**src/assert_macros.svh**
```systemverilog
// assertion macros used by the name table datapath
`ifndef ASSERT_MACROS_SVH
`define ASSERT_MACROS_SVH
`ifndef SYNTH
`define AST_IMP(lbl, clk, rst, ante, cons, msg) \
  lbl: assert property (@(posedge clk) disable iff (rst) (ante) |-> (cons)) else $error(msg);
`define AST_NXT(lbl, clk, rst, ante, cons, msg) \
  lbl: assert property (@(posedge clk) disable iff (rst) (ante) |=> (cons)) else $error(msg);
`else
`define AST_IMP(lbl, clk, rst, ante, cons, msg)
`define AST_NXT(lbl, clk, rst, ante, cons, msg)
`endif
`endif

```
**src/ntss_pkg.sv**
```systemverilog
// shared codes, datapath operations and control/status types
package ntss_pkg;

  localparam logic [2:0] KIND_ADD    = 3'd0;
  localparam logic [2:0] KIND_REMOVE = 3'd1;
  localparam logic [2:0] KIND_SEARCH = 3'd2;
  localparam logic [2:0] KIND_SORT   = 3'd3;
  localparam logic [2:0] KIND_READ   = 3'd4;

  localparam logic [1:0] ST_OK     = 2'd0;
  localparam logic [1:0] ST_FULL   = 2'd1;
  localparam logic [1:0] ST_EMPTY  = 2'd2;
  localparam logic [1:0] ST_BADPOS = 2'd3;

  typedef enum logic [5:0] {
    OP_NONE, OP_INIT, OP_ACCEPT, OP_ADD_WR, OP_WOFS_CLR,
    OP_RM_RD, OP_RM_CAP, OP_RM_RD2, OP_RM_W, OP_RM_FIN,
    OP_PAT_WR, OP_PLEN_CLR, OP_SR_MAP, OP_SR_LEN, OP_SR_S0, OP_SR_RD,
    OP_K_INC, OP_S_INC, OP_NEXT_I, OP_PEND_SET,
    OP_SORT_INIT, OP_J_INIT, OP_SO_RA, OP_SO_RB, OP_SO_LA, OP_SO_LB,
    OP_SO_K0, OP_SO_BA, OP_SO_BB, OP_SO_SW1, OP_SO_SW2, OP_J_INC,
    OP_RD_MAP, OP_RD_LEN, OP_RD_BYTE, OP_RD_CAP
  } dp_op_t;

  typedef struct packed {
    dp_op_t     op;
    logic       emit;
    logic [1:0] st;
    logic       hit;
    logic       fin;
  } cmd_t;

  typedef struct packed {
    logic [2:0] kind;
    logic       last;
    logic       full;
    logic       empty;
    logic       rm_bad;
    logic       rd_bad;
    logic       i_eq_cnt;
    logic       i_last;
    logic       j_last;
    logic       init_done;
    logic       fits;
    logic       eq_pat;
    logic       k_last;
    logic       k_at_min;
    logic       len_gt;
    logic       b_gt;
    logic       b_eq;
    logic       pend;
    logic       out_free;
  } stat_t;

endpackage

```
**src/ntss_ctrl.sv**
```systemverilog
// name table controller: sequences add, remove, search, sort and read
module ntss_ctrl import ntss_pkg::*; (
  input  logic  clk,
  input  logic  rst,
  input  logic  in_valid,
  output logic  in_ready,
  input  stat_t stat,
  output cmd_t  cmd
);

  typedef enum logic [29:0] {
    S_INIT     = 30'd1 << 0,
    S_IDLE     = 30'd1 << 1,
    S_DISP     = 30'd1 << 2,
    S_EMIT     = 30'd1 << 3,
    S_RM_CAP   = 30'd1 << 4,
    S_RM_LOOP  = 30'd1 << 5,
    S_RM_W     = 30'd1 << 6,
    S_SR_EMPTY = 30'd1 << 7,
    S_SR_E     = 30'd1 << 8,
    S_SR_L     = 30'd1 << 9,
    S_SR_S0    = 30'd1 << 10,
    S_SR_RD    = 30'd1 << 11,
    S_SR_CK    = 30'd1 << 12,
    S_SR_HIT   = 30'd1 << 13,
    S_SR_FIN   = 30'd1 << 14,
    S_SO_I     = 30'd1 << 15,
    S_SO_RA    = 30'd1 << 16,
    S_SO_RB    = 30'd1 << 17,
    S_SO_LA    = 30'd1 << 18,
    S_SO_LB    = 30'd1 << 19,
    S_SO_K0    = 30'd1 << 20,
    S_SO_BA    = 30'd1 << 21,
    S_SO_BB    = 30'd1 << 22,
    S_SO_BC    = 30'd1 << 23,
    S_SO_SW1   = 30'd1 << 24,
    S_SO_SW2   = 30'd1 << 25,
    S_SO_NJ    = 30'd1 << 26,
    S_RD_L     = 30'd1 << 27,
    S_RD_B     = 30'd1 << 28,
    S_RD_V     = 30'd1 << 29
  } state_t;

  state_t     state, state_next;
  logic [1:0] st_code, st_code_next;

  assign in_ready = state == S_IDLE;

  always_ff @(posedge clk) begin
    if (rst) begin
      state   <= S_INIT;
      st_code <= ST_OK;
    end else begin
      state   <= state_next;
      st_code <= st_code_next;
    end
  end

  always_comb begin
    state_next   = state;
    st_code_next = st_code;
    cmd          = '{op: OP_NONE, emit: 1'b0, st: ST_OK, hit: 1'b0, fin: 1'b0};
    unique case (state)
      S_INIT: begin
        cmd.op = OP_INIT;
        if (stat.init_done) state_next = S_IDLE;
      end
      S_IDLE: begin
        if (in_valid) begin
          cmd.op     = OP_ACCEPT;
          state_next = S_DISP;
        end
      end
      S_DISP: begin
        st_code_next = ST_OK;
        state_next   = S_EMIT;
        case (stat.kind)
          KIND_ADD: begin
            if (stat.full) begin
              cmd.op       = OP_WOFS_CLR;
              st_code_next = ST_FULL;
            end else begin
              cmd.op = OP_ADD_WR;
            end
          end
          KIND_REMOVE: begin
            if (stat.empty) st_code_next = ST_EMPTY;
            else if (stat.rm_bad) st_code_next = ST_BADPOS;
            else begin
              cmd.op     = OP_RM_RD;
              state_next = S_RM_CAP;
            end
          end
          KIND_SEARCH: begin
            cmd.op = OP_PAT_WR;
            if (stat.last) begin
              if (stat.empty) begin
                st_code_next = ST_EMPTY;
                state_next   = S_SR_EMPTY;
              end else begin
                state_next = S_SR_E;
              end
            end
          end
          KIND_SORT: begin
            if (stat.empty) st_code_next = ST_EMPTY;
            else begin
              cmd.op     = OP_SORT_INIT;
              state_next = S_SO_I;
            end
          end
          KIND_READ: begin
            if (stat.empty) st_code_next = ST_EMPTY;
            else if (stat.rd_bad) st_code_next = ST_BADPOS;
            else begin
              cmd.op     = OP_RD_MAP;
              state_next = S_RD_L;
            end
          end
          default: ;
        endcase
      end
      S_EMIT: begin
        if (stat.out_free) begin
          cmd.emit   = 1'b1;
          cmd.st     = st_code;
          cmd.fin    = 1'b1;
          state_next = S_IDLE;
        end
      end
      S_RM_CAP: begin
        cmd.op     = OP_RM_CAP;
        state_next = S_RM_LOOP;
      end
      S_RM_LOOP: begin
        if (stat.i_eq_cnt) begin
          cmd.op     = OP_RM_FIN;
          state_next = S_EMIT;
        end else begin
          cmd.op     = OP_RM_RD2;
          state_next = S_RM_W;
        end
      end
      S_RM_W: begin
        cmd.op     = OP_RM_W;
        state_next = S_RM_LOOP;
      end
      S_SR_EMPTY: begin
        cmd.op     = OP_PLEN_CLR;
        state_next = S_EMIT;
      end
      S_SR_E: begin
        if (stat.i_eq_cnt) state_next = S_SR_FIN;
        else begin
          cmd.op     = OP_SR_MAP;
          state_next = S_SR_L;
        end
      end
      S_SR_L: begin
        cmd.op     = OP_SR_LEN;
        state_next = S_SR_S0;
      end
      S_SR_S0: begin
        cmd.op     = OP_SR_S0;
        state_next = S_SR_RD;
      end
      S_SR_RD: begin
        if (stat.fits) begin
          cmd.op     = OP_SR_RD;
          state_next = S_SR_CK;
        end else begin
          cmd.op     = OP_NEXT_I;
          state_next = S_SR_E;
        end
      end
      S_SR_CK: begin
        if (!stat.eq_pat) begin
          cmd.op     = OP_S_INC;
          state_next = S_SR_RD;
        end else if (stat.k_last) begin
          state_next = S_SR_HIT;
        end else begin
          cmd.op     = OP_K_INC;
          state_next = S_SR_RD;
        end
      end
      S_SR_HIT: begin
        if (!stat.pend) begin
          cmd.op     = OP_PEND_SET;
          state_next = S_SR_E;
        end else if (stat.out_free) begin
          cmd.op     = OP_PEND_SET;
          cmd.emit   = 1'b1;
          cmd.hit    = 1'b1;
          state_next = S_SR_E;
        end
      end
      S_SR_FIN: begin
        if (stat.out_free) begin
          cmd.op     = OP_PLEN_CLR;
          cmd.emit   = 1'b1;
          cmd.hit    = stat.pend;
          cmd.fin    = 1'b1;
          state_next = S_IDLE;
        end
      end
      S_SO_I: begin
        if (stat.i_last) begin
          st_code_next = ST_OK;
          state_next   = S_EMIT;
        end else begin
          cmd.op     = OP_J_INIT;
          state_next = S_SO_RA;
        end
      end
      S_SO_RA: begin
        cmd.op     = OP_SO_RA;
        state_next = S_SO_RB;
      end
      S_SO_RB: begin
        cmd.op     = OP_SO_RB;
        state_next = S_SO_LA;
      end
      S_SO_LA: begin
        cmd.op     = OP_SO_LA;
        state_next = S_SO_LB;
      end
      S_SO_LB: begin
        cmd.op     = OP_SO_LB;
        state_next = S_SO_K0;
      end
      S_SO_K0: begin
        cmd.op     = OP_SO_K0;
        state_next = S_SO_BA;
      end
      S_SO_BA: begin
        if (stat.k_at_min) state_next = stat.len_gt ? S_SO_SW1 : S_SO_NJ;
        else begin
          cmd.op     = OP_SO_BA;
          state_next = S_SO_BB;
        end
      end
      S_SO_BB: begin
        cmd.op     = OP_SO_BB;
        state_next = S_SO_BC;
      end
      S_SO_BC: begin
        if (stat.b_eq) begin
          cmd.op     = OP_K_INC;
          state_next = S_SO_BA;
        end else begin
          state_next = stat.b_gt ? S_SO_SW1 : S_SO_NJ;
        end
      end
      S_SO_SW1: begin
        cmd.op     = OP_SO_SW1;
        state_next = S_SO_SW2;
      end
      S_SO_SW2: begin
        cmd.op     = OP_SO_SW2;
        state_next = S_SO_NJ;
      end
      S_SO_NJ: begin
        if (stat.j_last) begin
          cmd.op     = OP_NEXT_I;
          state_next = S_SO_I;
        end else begin
          cmd.op     = OP_J_INC;
          state_next = S_SO_RA;
        end
      end
      S_RD_L: begin
        cmd.op     = OP_RD_LEN;
        state_next = S_RD_B;
      end
      S_RD_B: begin
        cmd.op     = OP_RD_BYTE;
        state_next = S_RD_V;
      end
      S_RD_V: begin
        cmd.op     = OP_RD_CAP;
        state_next = S_EMIT;
      end
      default: state_next = S_INIT;
    endcase
  end

endmodule

```
**config.mk**
```make
export PLATFORM = sky130hd
export DESIGN_NAME = ntss_ctrl
export DESIGN_NICKNAME = d
export VERILOG_FILES = /design/src/assert_macros.svh /design/src/ntss_pkg.sv /design/src/ntss_ctrl.sv
export SDC_FILE = /design/constraint.sdc
export NUM_CORES = 1
export LEC_CHECK = 0
export BUFFER_PORTS_ARGS = -buffer_cell sky130_fd_sc_hd__buf_2
export CORE_ASPECT_RATIO = 1.5
export CORE_MARGIN = 3
export CORE_UTILIZATION = 35
export CTS_BUF_LIST = sky130_fd_sc_hd__clkbuf_16
export DETAILED_ROUTE_END_ITERATION = 12
export HOLD_SLACK_MARGIN = 0.05
export PLACE_DENSITY = 0.51
export SYNTH_ARGS = -nofsm -noshare
export SYNTH_HDL_FRONTEND = slang
export SYNTH_SLANG_ARGS = --single-unit
```
**constraint.sdc**
```tcl
create_clock -name clk -period 6.55 [get_ports clk]
set_clock_uncertainty 0.05 [all_clocks]
set_input_delay 0 -clock clk [delete_from_list [all_inputs] [get_ports clk]]
set_output_delay 0 -clock clk [all_outputs]
set_load 0.02 [all_outputs]
```
==> run metrics <==
Switching Fraction=38.29%; layout filler cell count=797; post-synthesis cell area=2691 um2; drt drc=0; number of global-route vias before repair=2845; hold endpoint=state[16]$_SDFFE_PP0P_; CTS resizes=0; asr flop ratio synth=0%; outcome=completed; Via density=6.345; Multi-input gate area=1897 um2; setup violators final=0; WL final=9.554 mm; Tot GR Track Use=22.08%; CTS tree=yes; Port Buffer Count=35; final slew viol count=0; total power=0.6691 mW; Synth Warn #=0; largest net degree at the start of global routing=26; WP data required=6.72 ns; worst r2r dst=state[24]$_SDFFE_PP0P_; Post-synth EDFFs=0; synthesized flop and latch total=32; CP Data Arrival Time=3.87 ns; combinational power share=35.5%; min Tclk post-route=3.696 ns; Post-Syn Instances=332; clk_lat worst skew=0.28 ns; Root Buffer=clkbuf_16; VDD IR max=0.1538 mV; Pre-antenna DRT Iters=5; Final nets=389; NetSw=0.2562 mW; setup bufs post-CTS=0; clock net sink count=32; Fin Setup TNS=0 ns; reg2reg setup slack=2.85 ns; pwr dens=214.5 nW/um2; GPL Wtd Cong=0.9210; most frequent cells in the layout=buf_2, nor2_1, dfxtp_1; actual slew at the worst max-slew pin=1.130 ns; sequential share of power=31.2%; prevailing post-synth register cell=dfxtp_1; Worst R2R Start=state[8]$_SDFFE_PP0P_; antenna-violating nets left=0; layout cells sized above 1=21.31%; internal power=0.4129 mW; Leak=1.254 nW; Final Hold Fails=0; Net Count, Synth=356; Crit. End Element=flop; critical path class=reg2reg; HPWL after DPL=7.420 mm; global-route wire length before repair=15.17 mm; die area=8799 um2; Fin Hold WS=0.06929 ns; Area growth syn-to-layout=15.90%; DR vias=2957; period utilisation layout=56.42%; sequential-to-total area share from yosys stat=23.80%; die height=113.4 um; post-synthesis cell type count=65; antenna violations before repair=0; commonest non-fill, non-tap cell in the layout=buf_2; CP Max Fanout=15; I/O pins=36; Slew headroom=23.96%; unrepaired setup endpoints after global routing=no; HP Start=stat[10]; WL/cell=20.50 um; Initial Util=36.52%; Max Freq=270.6 MHz; Iteration-0 DRC Markers=174; r2r worst-path depth=7; Clock Power Share=33.3%; startpoint types=flop; Hold-fix buffers, CTS=10; # Max-Cap Violations=0; hold path depth=3; Worst-path clk slew=0.05 ns; Sequential Area=640.6 um2; number of placement rows=38; Die X=77.60 um; Longest Clk Path Bufs=2; Hold Crit Class=in2reg; Core ar.=7370 um2; gr ovfl total=0; CTS H-tree depth=2; diode count=0; Mean Syn Cell Area=8.106 um2; total CTS buffers=5
## registers in the layout, indices dropped and copies added, names as in the netlist
register,flops
state,30
st_code,2
## final cells by class
| cell class | count | area share, % |
|---|---|---|
| flip-flops and latches | 32 | 20.54 |
| clock buffers | 5 | 4.011 |
| multi-input cells | 270 | 60.81 |
| well taps | 100 | 4.011 |
| clock inverters | 3 | 0.3610 |
| repair buffers | 46 | 9.065 |
| inverters | 10 | 1.203 |
## synthesized netlist by cell type (10+ instances only)
master	number	area share, %
clkbuf_1	10	1.4
dfxtp_1	32	24
nand4_1	19	4.4
nor3_1	23	4.3
nand2_1	16	2.2
nor4_1	11	2.6
a21oi_1	13	2.4
nor2_1	34	4.7
nand3_1	14	2.6
a211oi_2	10	4.6
## metal layers
layer | up-vias | wire length [um] | track usage, %
met3 | 29 | 464 | 2.607
met5 | - | 0 | 0
li1 | 1380 | - | -
met2 | 110 | 5063 | 40.50
met1 | 1438 | 3651 | 24.66
met4 | 0 | 375 | 11.28
## power by group through the flow
stage | clock network (mW) | logic [mW] | registers, mW
after global placement | 0 | 0.229 | 0.212
after global routing | 0.234 | 0.256 | 0.210
final | 0.223 | 0.237 | 0.209
after detailed placement | 0 | 0.230 | 0.213
after floorplan | 0 | 0.192 | 0.211
after CTS | 0.228 | 0.233 | 0.209
## critical path: stages, from the launching register on
cell,delay [ns]
dfxtp_1,0.35
nor4_2,0.47
nand4_1,0.58
nor3_2,0.45
nand4b_1,0.25
o2111a_1,0.53
a221oi_2,0.38
dlygate4sd3_1,0.57
## per-stage QoR
stage               worst slack [ns]  instance area, um2  cells  util (%)
floorplan                      4.133                2691    332         -
global placement               3.493                2883    448     39.12
detailed placement             3.386                2883    448     39.12
CTS                            2.915                3119    466     42.33
global route                   2.588                3119    466     42.33
finish                         2.854                3119    466     42.33
## how the worst max path moves through the flow
stage	slack [ns]	startpoint	to	depth (start not counted)
2_1_floorplan	4.13	state[17]$_SDFFE_PP0P_	state[17]$_SDFFE_PP0P_	9
3_3_place_gp	3.49	state[8]$_SDFFE_PP0P_	state[8]$_SDFFE_PP0P_	6
3_5_place_dp	3.39	state[8]$_SDFFE_PP0P_	state[8]$_SDFFE_PP0P_	6
4_1_cts	2.91	state[8]$_SDFFE_PP0P_	state[24]$_SDFFE_PP0P_	7
5_1_grt	2.59	state[8]$_SDFFE_PP0P_	state[24]$_SDFFE_PP0P_	7
6_report	2.85	state[8]$_SDFFE_PP0P_	state[24]$_SDFFE_PP0P_	7
## cell families (layout without fill, tap and decap cells)
| logic type | count (synthesis) | after routing | share of synthesized area [%] |
|---|---|---|---|
| simple gates | 192 | 192 | 45.28 |
| compound gates | 69 | 69 | 22.27 |
| flops | 32 | 32 | 23.80 |
| buf+inv | 30 | 64 | 5.718 |
| xor+xnor | 9 | 9 | 2.929 |
Note: power is estimated with default switching activity, not from simulation.
